## config.mk

```make
export PLATFORM = sky130hd
export DESIGN_NAME = hashed_lru_buffer_cache
export DESIGN_NICKNAME = d
export VERILOG_FILES = /design/src/rtl/hlbc_pkg.sv /design/src/rtl/hashed_lru_buffer_cache.sv
export SDC_FILE = /design/constraint.sdc
export NUM_CORES = 2
export LEC_CHECK = 0
export BUFFER_PORTS_ARGS = -buffer_cell sky130_fd_sc_hd__buf_2
export CAP_MARGIN = 20
export CORE_ASPECT_RATIO = 1.1
export CORE_MARGIN = 1.5
export CORE_UTILIZATION = 45
export DETAILED_ROUTE_END_ITERATION = 12
export HOLD_SLACK_MARGIN = 0.03
export PLACE_DENSITY = 0.61
export SLEW_MARGIN = 20
export SYNTH_ARGS = -nofsm -noshare
export SYNTH_HDL_FRONTEND = slang
export SYNTH_SLANG_ARGS = --single-unit
export TNS_END_PERCENT = 30
```

## constraint.sdc

```tcl
create_clock -name clk_i -period 10.4 [get_ports clk_i]
set_input_delay 1.04 -clock clk_i [delete_from_list [all_inputs] [get_ports clk_i]]
set_output_delay 1.04 -clock clk_i [all_outputs]
set_load 0.05 [all_outputs]
```

## src/rtl/hlbc_pkg.sv

```systemverilog
// Shared constants for the hashed LRU buffer cache tag store.
// Command and status codes, field widths and parameter defaults.
package hlbc_pkg;

  localparam int unsigned NUM_SLOTS_DEF   = 32;
  localparam int unsigned NUM_BUCKETS_DEF = 13;

  localparam int unsigned CMD_W = 2;
  localparam int unsigned DEV_W = 8;
  localparam int unsigned BLK_W = 32;
  localparam int unsigned IDX_W = 5;
  localparam int unsigned CNT_W = 8;
  localparam int unsigned STS_W = 2;

  localparam logic [CNT_W-1:0] CNT_MAX = 8'hFF;

  localparam logic [CMD_W-1:0] CMD_GET     = 2'd0;
  localparam logic [CMD_W-1:0] CMD_RELEASE = 2'd1;
  localparam logic [CMD_W-1:0] CMD_PIN     = 2'd2;
  localparam logic [CMD_W-1:0] CMD_UNPIN   = 2'd3;

  localparam logic [STS_W-1:0] STS_OK        = 2'd0;
  localparam logic [STS_W-1:0] STS_NO_BUFFER = 2'd1;
  localparam logic [STS_W-1:0] STS_UNDERFLOW = 2'd2;

endpackage

```

## src/rtl/hashed_lru_buffer_cache.sv

```systemverilog
// Hashed LRU buffer cache tag store: slot memory, bucket list heads and tails, control.
// Depends on hlbc_pkg.
//
// A request is taken when start is high and busy is low; its single result
// shows for one cycle with valid_o high and cannot be held off. After reset
// the block sweeps the slot memory, one slot a cycle, with busy high. Pin and
// unpin read the slot and update its count in S_CMD. Get and release hash
// the block number (4 bits a cycle). A get then walks the home bucket one
// slot a cycle through the slot memory read port; on a miss it walks buckets
// from the back for a free slot (one slot a cycle, with an S_FSTRT step per
// bucket), and moving a slot between lists takes S_DET1, S_DET2, S_PUT1 and
// S_PUT2. A release that frees a slot hashes its stored block number and
// moves the slot to the front of its home bucket.
module hashed_lru_buffer_cache
  import hlbc_pkg::*;
#(
  parameter int unsigned NUM_SLOTS   = NUM_SLOTS_DEF,
  parameter int unsigned NUM_BUCKETS = NUM_BUCKETS_DEF
) (
  input  logic             clk_i,
  input  logic             rst_ni,
  input  logic             start,
  output logic             busy,
  input  logic [CMD_W-1:0] cmd_i,
  input  logic [DEV_W-1:0] device_id_i,
  input  logic [BLK_W-1:0] block_number_i,
  input  logic [IDX_W-1:0] slot_index_i,
  output logic             valid_o,
  output logic [IDX_W-1:0] buffer_slot_o,
  output logic             hit_o,
  output logic             needs_read_o,
  output logic [STS_W-1:0] status_o
);

  localparam int unsigned SW = $clog2(NUM_SLOTS + 1);
  localparam int unsigned AW = (NUM_SLOTS > 1) ? $clog2(NUM_SLOTS) : 1;
  localparam int unsigned BW = (NUM_BUCKETS > 1) ? $clog2(NUM_BUCKETS) : 1;
  localparam int unsigned KW = $clog2(NUM_BUCKETS + 1);
  localparam int unsigned XW = SW + 6;
  localparam logic [SW-1:0] NO_SLOT = SW'(NUM_SLOTS);

  localparam logic [3:0] S_CLR   = 4'd0;
  localparam logic [3:0] S_IDLE  = 4'd1;
  localparam logic [3:0] S_HASH  = 4'd2;
  localparam logic [3:0] S_LOOK  = 4'd3;
  localparam logic [3:0] S_SCAN  = 4'd4;
  localparam logic [3:0] S_FSTRT = 4'd5;
  localparam logic [3:0] S_FSCAN = 4'd6;
  localparam logic [3:0] S_CMD   = 4'd7;
  localparam logic [3:0] S_DET1  = 4'd8;
  localparam logic [3:0] S_DET2  = 4'd9;
  localparam logic [3:0] S_PUT1  = 4'd10;
  localparam logic [3:0] S_PUT2  = 4'd11;

  logic [DEV_W-1:0] mem_dev [NUM_SLOTS];
  logic [BLK_W-1:0] mem_blk [NUM_SLOTS];
  logic             mem_vld [NUM_SLOTS];
  logic [CNT_W-1:0] mem_cnt [NUM_SLOTS];
  logic [SW-1:0]    mem_lb  [NUM_SLOTS];
  logic [SW-1:0]    mem_lf  [NUM_SLOTS];

  logic [DEV_W-1:0] rd_dev_q;
  logic [BLK_W-1:0] rd_blk_q;
  logic             rd_vld_q;
  logic [CNT_W-1:0] rd_cnt_q;
  logic [SW-1:0]    rd_lb_q, rd_lf_q;

  logic [AW-1:0]    ra, wa;
  logic             we_tag, we_vld, we_cnt, we_lb, we_lf;
  logic [DEV_W-1:0] wd_dev;
  logic [BLK_W-1:0] wd_blk;
  logic             wd_vld;
  logic [CNT_W-1:0] wd_cnt;
  logic [SW-1:0]    wd_lb, wd_lf;

  logic [SW-1:0] front_q [NUM_BUCKETS];
  logic [SW-1:0] front_d [NUM_BUCKETS];
  logic [SW-1:0] back_q  [NUM_BUCKETS];
  logic [SW-1:0] back_d  [NUM_BUCKETS];

  logic [3:0]       state_q, state_d;
  logic [AW-1:0]    clr_q, clr_d;
  logic [CMD_W-1:0] cmd_q, cmd_d;
  logic [DEV_W-1:0] dev_q, dev_d;
  logic [BLK_W-1:0] blk_q, blk_d;
  logic [SW-1:0]    cur_q, cur_d, p_q, p_d, n_q, n_d, old_q, old_d;
  logic [BW-1:0]    home_q, home_d, bidx_q, bidx_d;
  logic [KW-1:0]    k_q, k_d;
  logic [BLK_W-1:0] hv_q, hv_d;
  logic [BW-1:0]    hr_q, hr_d;
  logic [2:0]       hcnt_q, hcnt_d;

  logic             valid_q, valid_d, hit_q, hit_d, rdn_q, rdn_d;
  logic [IDX_W-1:0] slot_q, slot_d;
  logic [STS_W-1:0] sts_q, sts_d;

  logic [XW-1:0] clr_x;
  logic [BW:0]   ht;
  logic [BW-1:0] hr_n;
  logic [SW-1:0] sel;

  always_ff @(posedge clk_i) begin
    if (we_tag) begin
      mem_dev[wa] <= wd_dev;
      mem_blk[wa] <= wd_blk;
    end
    if (we_vld) mem_vld[wa] <= wd_vld;
    if (we_cnt) mem_cnt[wa] <= wd_cnt;
    if (we_lb)  mem_lb[wa]  <= wd_lb;
    if (we_lf)  mem_lf[wa]  <= wd_lf;
    rd_dev_q <= mem_dev[ra];
    rd_blk_q <= mem_blk[ra];
    rd_vld_q <= mem_vld[ra];
    rd_cnt_q <= mem_cnt[ra];
    rd_lb_q  <= mem_lb[ra];
    rd_lf_q  <= mem_lf[ra];
  end

  always_comb begin
    ht   = '0;
    hr_n = hr_q;
    for (int j = 0; j < 4; j++) begin
      ht = {hr_n, hv_q[BLK_W-1-j]};
      if (ht >= (BW+1)'(NUM_BUCKETS)) ht = ht - (BW+1)'(NUM_BUCKETS);
      hr_n = ht[BW-1:0];
    end
  end

  assign clr_x = XW'(clr_q);

  always_comb begin
    state_d = state_q;
    clr_d   = clr_q;
    cmd_d   = cmd_q;
    dev_d   = dev_q;
    blk_d   = blk_q;
    cur_d   = cur_q;
    p_d     = p_q;
    n_d     = n_q;
    old_d   = old_q;
    home_d  = home_q;
    bidx_d  = bidx_q;
    k_d     = k_q;
    hv_d    = hv_q;
    hr_d    = hr_q;
    hcnt_d  = hcnt_q;
    front_d = front_q;
    back_d  = back_q;
    valid_d = 1'b0;
    hit_d   = hit_q;
    rdn_d   = rdn_q;
    slot_d  = slot_q;
    sts_d   = sts_q;
    sel     = NO_SLOT;

    ra     = AW'(cur_q);
    wa     = AW'(cur_q);
    we_tag = 1'b0;
    we_vld = 1'b0;
    we_cnt = 1'b0;
    we_lb  = 1'b0;
    we_lf  = 1'b0;
    wd_dev = dev_q;
    wd_blk = blk_q;
    wd_vld = 1'b1;
    wd_cnt = (rd_cnt_q == CNT_MAX) ? rd_cnt_q : rd_cnt_q + 1'b1;
    wd_lb  = n_q;
    wd_lf  = p_q;

    case (state_q)
      S_CLR: begin
        wa     = clr_q;
        we_tag = 1'b1;
        we_vld = 1'b1;
        we_cnt = 1'b1;
        we_lb  = 1'b1;
        we_lf  = 1'b1;
        wd_dev = '0;
        wd_blk = '0;
        wd_vld = 1'b0;
        wd_cnt = '0;
        wd_lb  = (clr_x >= XW'(NUM_BUCKETS)) ? SW'(clr_x - XW'(NUM_BUCKETS)) : NO_SLOT;
        wd_lf  = (clr_x + XW'(NUM_BUCKETS) < XW'(NUM_SLOTS)) ?
                 SW'(clr_x + XW'(NUM_BUCKETS)) : NO_SLOT;
        clr_d  = clr_q + 1'b1;
        if (clr_q == AW'(NUM_SLOTS - 1)) state_d = S_IDLE;
      end
      S_IDLE: begin
        if (start) begin
          cmd_d  = cmd_i;
          dev_d  = device_id_i;
          blk_d  = block_number_i;
          cur_d  = SW'(slot_index_i);
          hv_d   = block_number_i;
          hr_d   = '0;
          hcnt_d = '0;
          ra     = AW'(slot_index_i);
          if (cmd_i == CMD_GET) begin
            state_d = S_HASH;
          end else if (7'(slot_index_i) >= 7'(NUM_SLOTS)) begin
            valid_d = 1'b1;
            slot_d  = slot_index_i;
            hit_d   = 1'b0;
            rdn_d   = 1'b0;
            sts_d   = STS_OK;
          end else begin
            state_d = S_CMD;
          end
        end
      end
      S_CMD: begin
        p_d    = rd_lf_q;
        n_d    = rd_lb_q;
        slot_d = IDX_W'(cur_q);
        hit_d  = 1'b0;
        rdn_d  = 1'b0;
        sts_d  = STS_OK;
        if (cmd_q == CMD_PIN) begin
          we_cnt  = 1'b1;
          valid_d = 1'b1;
          state_d = S_IDLE;
        end else if (rd_cnt_q == '0) begin
          sts_d   = STS_UNDERFLOW;
          valid_d = 1'b1;
          state_d = S_IDLE;
        end else begin
          we_cnt = 1'b1;
          wd_cnt = rd_cnt_q - 1'b1;
          if (cmd_q == CMD_RELEASE && rd_cnt_q == CNT_W'(1)) begin
            hv_d    = rd_blk_q;
            state_d = S_HASH;
          end else begin
            valid_d = 1'b1;
            state_d = S_IDLE;
          end
        end
      end
      S_HASH: begin
        hv_d   = hv_q << 4;
        hr_d   = hr_n;
        hcnt_d = hcnt_q + 1'b1;
        if (hcnt_q == 3'd7) begin
          bidx_d  = hr_n;
          home_d  = hr_n;
          k_d     = '0;
          state_d = (cmd_q == CMD_GET) ? S_LOOK : S_DET1;
        end
      end
      S_LOOK: begin
        sel = front_q[bidx_q];
        if (sel == NO_SLOT) begin
          state_d = S_FSTRT;
        end else begin
          ra      = AW'(sel);
          cur_d   = sel;
          state_d = S_SCAN;
        end
      end
      S_SCAN: begin
        if (rd_dev_q == dev_q && rd_blk_q == blk_q) begin
          we_cnt  = 1'b1;
          we_vld  = 1'b1;
          valid_d = 1'b1;
          slot_d  = IDX_W'(cur_q);
          hit_d   = 1'b1;
          rdn_d   = ~rd_vld_q;
          sts_d   = STS_OK;
          state_d = S_IDLE;
        end else if (rd_lb_q == NO_SLOT) begin
          state_d = S_FSTRT;
        end else begin
          ra    = AW'(rd_lb_q);
          cur_d = rd_lb_q;
        end
      end
      S_FSTRT, S_FSCAN: begin
        if (state_q == S_FSTRT) sel = back_q[bidx_q];
        else sel = rd_lf_q;
        if (state_q == S_FSCAN && rd_cnt_q == '0) begin
          p_d = rd_lf_q;
          n_d = rd_lb_q;
          if (k_q == '0) begin
            we_tag  = 1'b1;
            we_vld  = 1'b1;
            we_cnt  = 1'b1;
            wd_cnt  = CNT_W'(1);
            valid_d = 1'b1;
            slot_d  = IDX_W'(cur_q);
            hit_d   = 1'b0;
            rdn_d   = 1'b1;
            sts_d   = STS_OK;
            state_d = S_IDLE;
          end else begin
            bidx_d  = home_q;
            state_d = S_DET1;
          end
        end else if (sel == NO_SLOT) begin
          if (k_q == KW'(NUM_BUCKETS - 1)) begin
            valid_d = 1'b1;
            slot_d  = '0;
            hit_d   = 1'b0;
            rdn_d   = 1'b0;
            sts_d   = STS_NO_BUFFER;
            state_d = S_IDLE;
          end else begin
            k_d     = k_q + 1'b1;
            bidx_d  = (bidx_q == BW'(NUM_BUCKETS - 1)) ? '0 : bidx_q + 1'b1;
            state_d = S_FSTRT;
          end
        end else begin
          ra      = AW'(sel);
          cur_d   = sel;
          state_d = S_FSCAN;
        end
      end
      S_DET1: begin
        if (p_q != NO_SLOT) begin
          wa    = AW'(p_q);
          we_lb = 1'b1;
        end else begin
          for (int b = 0; b < NUM_BUCKETS; b++) begin
            if (front_q[b] == cur_q) front_d[b] = n_q;
          end
        end
        state_d = S_DET2;
      end
      S_DET2: begin
        if (n_q != NO_SLOT) begin
          wa    = AW'(n_q);
          we_lf = 1'b1;
        end else begin
          for (int b = 0; b < NUM_BUCKETS; b++) begin
            if (back_q[b] == cur_q) back_d[b] = p_q;
          end
        end
        state_d = S_PUT1;
      end
      S_PUT1: begin
        old_d  = front_q[bidx_q];
        we_lb  = 1'b1;
        we_lf  = 1'b1;
        wd_lb  = front_q[bidx_q];
        wd_lf  = NO_SLOT;
        wd_cnt = CNT_W'(1);
        if (cmd_q == CMD_GET) begin
          we_tag = 1'b1;
          we_vld = 1'b1;
          we_cnt = 1'b1;
        end
        state_d = S_PUT2;
      end
      S_PUT2: begin
        if (old_q != NO_SLOT) begin
          wa    = AW'(old_q);
          we_lf = 1'b1;
          wd_lf = cur_q;
        end else begin
          back_d[bidx_q] = cur_q;
        end
        front_d[bidx_q] = cur_q;
        valid_d = 1'b1;
        slot_d  = IDX_W'(cur_q);
        hit_d   = 1'b0;
        rdn_d   = (cmd_q == CMD_GET);
        sts_d   = STS_OK;
        state_d = S_IDLE;
      end
      default: begin
        state_d = S_IDLE;
      end
    endcase
  end

  always_ff @(posedge clk_i or negedge rst_ni) begin
    if (!rst_ni) begin
      state_q <= S_CLR;
      clr_q   <= '0;
      valid_q <= 1'b0;
      for (int b = 0; b < NUM_BUCKETS; b++) begin
        back_q[b] <= (b < NUM_SLOTS) ? SW'(b) : NO_SLOT;
        if (b >= NUM_SLOTS) front_q[b] <= NO_SLOT;
      end
      for (int i = 0; i < NUM_SLOTS; i++) begin
        if (i + NUM_BUCKETS >= NUM_SLOTS) front_q[BW'(i % NUM_BUCKETS)] <= SW'(i);
      end
    end else begin
      state_q <= state_d;
      clr_q   <= clr_d;
      valid_q <= valid_d;
      front_q <= front_d;
      back_q  <= back_d;
    end
  end

  always_ff @(posedge clk_i) begin
    cmd_q  <= cmd_d;
    dev_q  <= dev_d;
    blk_q  <= blk_d;
    cur_q  <= cur_d;
    p_q    <= p_d;
    n_q    <= n_d;
    old_q  <= old_d;
    home_q <= home_d;
    bidx_q <= bidx_d;
    k_q    <= k_d;
    hv_q   <= hv_d;
    hr_q   <= hr_d;
    hcnt_q <= hcnt_d;
    hit_q  <= hit_d;
    rdn_q  <= rdn_d;
    slot_q <= slot_d;
    sts_q  <= sts_d;
  end

  assign busy          = (state_q != S_IDLE);
  assign valid_o       = valid_q;
  assign buffer_slot_o = slot_q;
  assign hit_o         = hit_q;
  assign needs_read_o  = rdn_q;
  assign status_o      = sts_q;

  a_start_busy: assert property (@(posedge clk_i) disable iff (!rst_ni)
    (start && !busy) |=> (busy || valid_o))
    else $error("accepted request did not occupy the block");

  a_clr_quiet: assert property (@(posedge clk_i) disable iff (!rst_ni)
    (state_q == S_CLR) |-> !valid_o)
    else $error("result during memory sweep");

  a_nobuf: assert property (@(posedge clk_i) disable iff (!rst_ni)
    (valid_o && status_o == STS_NO_BUFFER) |-> (buffer_slot_o == '0 && !hit_o && !needs_read_o))
    else $error("no-buffer result carries a slot");

  a_hit_ok: assert property (@(posedge clk_i) disable iff (!rst_ni)
    (valid_o && hit_o) |-> (status_o == STS_OK && cmd_q == CMD_GET))
    else $error("hit on a non-get transfer");

endmodule

```

==> impl_metrics.tcl <==
set metrics [dict create \
    run_status "finished clean" \
    gp_congestion 0.915 \
    clock_latency_ns 0.91 \
    htree_levels 4 \
    place_hpwl_mm 159 \
    first_pass_iters 7 \
    critPathLaunchType "flip-flop" \
    drive_above_1_share_pct 13.1 \
    synthesis.area_um2 97700 \
    worstMarginPinSlew_ns 1.26 \
    relSlewSlack_pct 15.3 \
    critPathMaxStageDelay_ns 0.78 \
    cts_buffer_depth 3 \
    crit_path_end_kind "flip-flop" \
    ios 61 \
    clock_skew_ns 0.0722 \
    clock.fmax_ghz 0.155 \
    synthCells 7062 \
    worstPathMaxFanout 137 \
    synth.top_cell.area_share_pct 63.9 \
    r2r-end "rd_blk_q[23]" \
    drc 0 \
    powerDensity_nw_per_um2 372 \
    rows 179 \
    maxSlewViolCount 0 \
    ant_nets 0 \
    hold_ws_ns 0.0714 \
    hold_path.class "input port to async pin" \
    p_leak_uw 0.0365 \
    syn_avg_cell_area_um2 13.8 \
    fin_crit_sh_pct 62.0 \
    wl_met1_mm 119 \
    gr-total-overflow 0 \
    synthFlopType "edfxtp_1" \
    fp.dieW_um 447 \
    syn_to_final_growth_pct 11.5 \
    grt_max_degree 138 \
    hold_viol 0 \
    cts_tree "yes" \
    synth_cell_types 92 \
    initial_utilization_pct 45.2 \
    root_buffer "clkbuf_16" \
    finalCriticalPeriod_ns 6.45 \
    nFillCells 18200 \
    ys_top_cells_by_area "edfxtp_1, mux2i_1, nand2_1, a211oi_1, a21oi_1" \
    crit_top_cell "buf_4" \
    grt_usage_pct 26.3 \
    synth_nets 7129 \
    core_area_um2 216000 \
    rrSetupSlack_ns 3.95 \
    async_flop_share_pct 7.20 \
    fp.dieH_um 492 \
    cts.reportedPaths.clkPinSlew_ns 0.06 \
    arrival_ns 7.25 \
    cp_slowest_cell "buf_4" \
    cts_setup_buffers 0 \
    reg2reg_depth 14 \
    drtIter0Drc 7379 \
    vdd.ir_drop.worst_mv 0.603 \
    synth_edf_count 2078 \
    top_layer "met5" \
    wl_per_cell_um 29.2 \
    path_cells "buf_4, buf_4, mux2_1, a222oi_1, nand3_1, a22o_1, a221oi_4, a21boi_4, buf_12, buf_4, a21oi_1, a221oi_1, o21ai_0, a22oi_1" \
    yosys_warnings 0 \
    crit_required_ns 11.20 \
    wirelength_mm 295 \
    dr_wl_met3_mm 25.9 \
    die_area_um2 220000 \
    maxCapViolations 0 \
    nets 7070 \
    synth_top_area_cell "edfxtp_1" \
    cts_sinks 2305 \
    drt-vias-per-instance 6.22 \
    portBuffers 60 \
    grt_pass1_wl_mm 424 \
    reg2reg_from "bidx_q[1]" \
    setup_viol 0 \
    grt_pass1_vias 60600 \
    antenna_found_initial 9 \
    ys_seq_area_share_pct 69.5 \
    path_delay_family "compound AO/OA/AOI/OAI gates" \
    dr_total_vias 62800 \
    cts_resized 0 \
    cts_hold_buf 0 \
    fin_setup_tns_ns 0 \
    rsz0062_at_grt "false" \
    criticalPathCategory "flip-flop to flip-flop" \
    route.met2.wl_mm 138 \
    synth-seq-cells 2305 \
    path_buf_inv 4 \
    numCtsBuffers 226 \
]
==> worst max-delay path by stage <==
stage | startpoint | end | slack, ns | depth (start not counted)
2_1_floorplan | state_q[0] | mem_blk[30][0] | 5.94 | 12
3_3_place_gp | bidx_q[1] | rd_blk_q[17] | 3.71 | 14
3_5_place_dp | bidx_q[1] | rd_cnt_q[1] | 4.07 | 16
4_1_cts | bidx_q[1] | rd_blk_q[23] | 4.10 | 14
5_1_grt | bidx_q[1] | rd_blk_q[17] | 3.77 | 14
6_report | bidx_q[1] | rd_blk_q[23] | 3.95 | 14
==> state kept, by name (all words and copies together), names as in the netlist, 32 cells and up <==
register and flops:
mem_blk 1024, mem_cnt 256, mem_dev 256, mem_lb 192, mem_lf 192, back_q 78
front_q 78, blk_q 32, hv_q 32, mem_vld 32, rd_blk_q 32
==> area by class of cell <==
type                       instances  area [µm²]  share of cell area (%)
tap                             2896        3620                    3.33
clock inverter                   120        1380                    1.27
sequential                      2305       67900                    62.3
clock buffer                     307        6180                    5.67
multi-input combinational       4197       27900                    25.6
antenna                            2        5.00                 0.00459
timing repair buffer             239        1900                    1.74
inverter                          34         130                   0.119
==> power breakdown <==
group	switching, µW	total (µW)	internal, µW
sequential	659	13200	12500
combinational	13300	19000	5650
clock	3600	8340	4750
==> kinds of logic (layout without fill, tap and decap cells) <==
kind of cell | after synthesis | after routing | share of synthesized area, %
AO/OA/AOI/OAI | 1679 | 1679 | 11.3
XOR/XNOR | 212 | 212 | 1.90
adder cells (fa/ha/maj) | 17 | 17 | 0.218
buffers and inverters | 560 | 700 | 2.56
flip-flops | 2305 | 2305 | 69.5
multiplexers | 716 | 716 | 7.68
other | 0 | 2 | 0
AND/OR/NAND/NOR | 1573 | 1573 | 6.89
==> Yosys cell counts, types with 6 or more instances <==
master	number
dfxtp_1	61
mux2_1	7
a21oi_1	542
nand2b_1	11
nand3_1	161
nand2_1	944
nor2_1	242
a221oi_1	185
xnor2_1	153
o221ai_1	8
mux2_2	194
dfstp_2	65
nand4_1	46
buf_1	41
and3_1	11
buf_6	14
buf_4	26
nand3b_1	7
o31ai_1	16
o22ai_1	10
o21ai_0	263
nor2b_1	57
buf_2	158
and2_1	12
o211ai_1	20
mux4_2	7
nor3_1	24
clkbuf_1	287
a211oi_1	373
a22oi_1	116
xor2_1	59
ha_1	17
a41oi_1	61
a31oi_1	8
a222oi_1	10
dfrtp_1	101
a22o_1	7
mux2i_1	508
or2_2	6
nor4_1	20
inv_1	29
edfxtp_1	2078
==> through the flow <==
stage          area, µm²  cells  worst slack, ns  utilization, %  power [µW]
6_report          109000  10100             3.95            50.4       40500
3_3_place_gp      101000   9670             3.71            46.9       31800
3_5_place_dp      101000   9671             4.07            46.9       32000
2_1_floorplan      97700   7062             5.94               -       25700
4_1_cts           109000  10100             4.10            50.4       40300
5_1_grt           109000  10100             3.77            50.4       42200
==> routing by layer <==
metal  GRT usage, %  vias to the layer above
met4           9.71                        6
li1               -                    27000
met1           36.3                    31900
met3           4.62                      647
met2           41.8                     3280
met5              0                        -
==> cell usage in the layout, fill, tap and decap left out, drive strengths merged, types with 8 or more instances in the layout <==
master	n
edfxtp	2078
nand2	944
a21oi	543
mux2i	508
a211oi	374
clkbuf	307
o21ai	268
nor2	243
buf	239
mux2	201
a221oi	187
nand3	161
xnor2	153
a22oi	116
dfrtp	101
clkinv	89
dfstp	65
a41oi	61
dfxtp	61
xor2	59
nor2b	57
nand4	47
inv	37
nor3	25
bufinv	23
nor4	22
o211ai	21
ha	17
o31ai	16
and2	15
and3	11
nand2b	11
a222oi	10
o22ai	10
a31oi	8
o221ai	8
(Power assumes the default switching activity.)
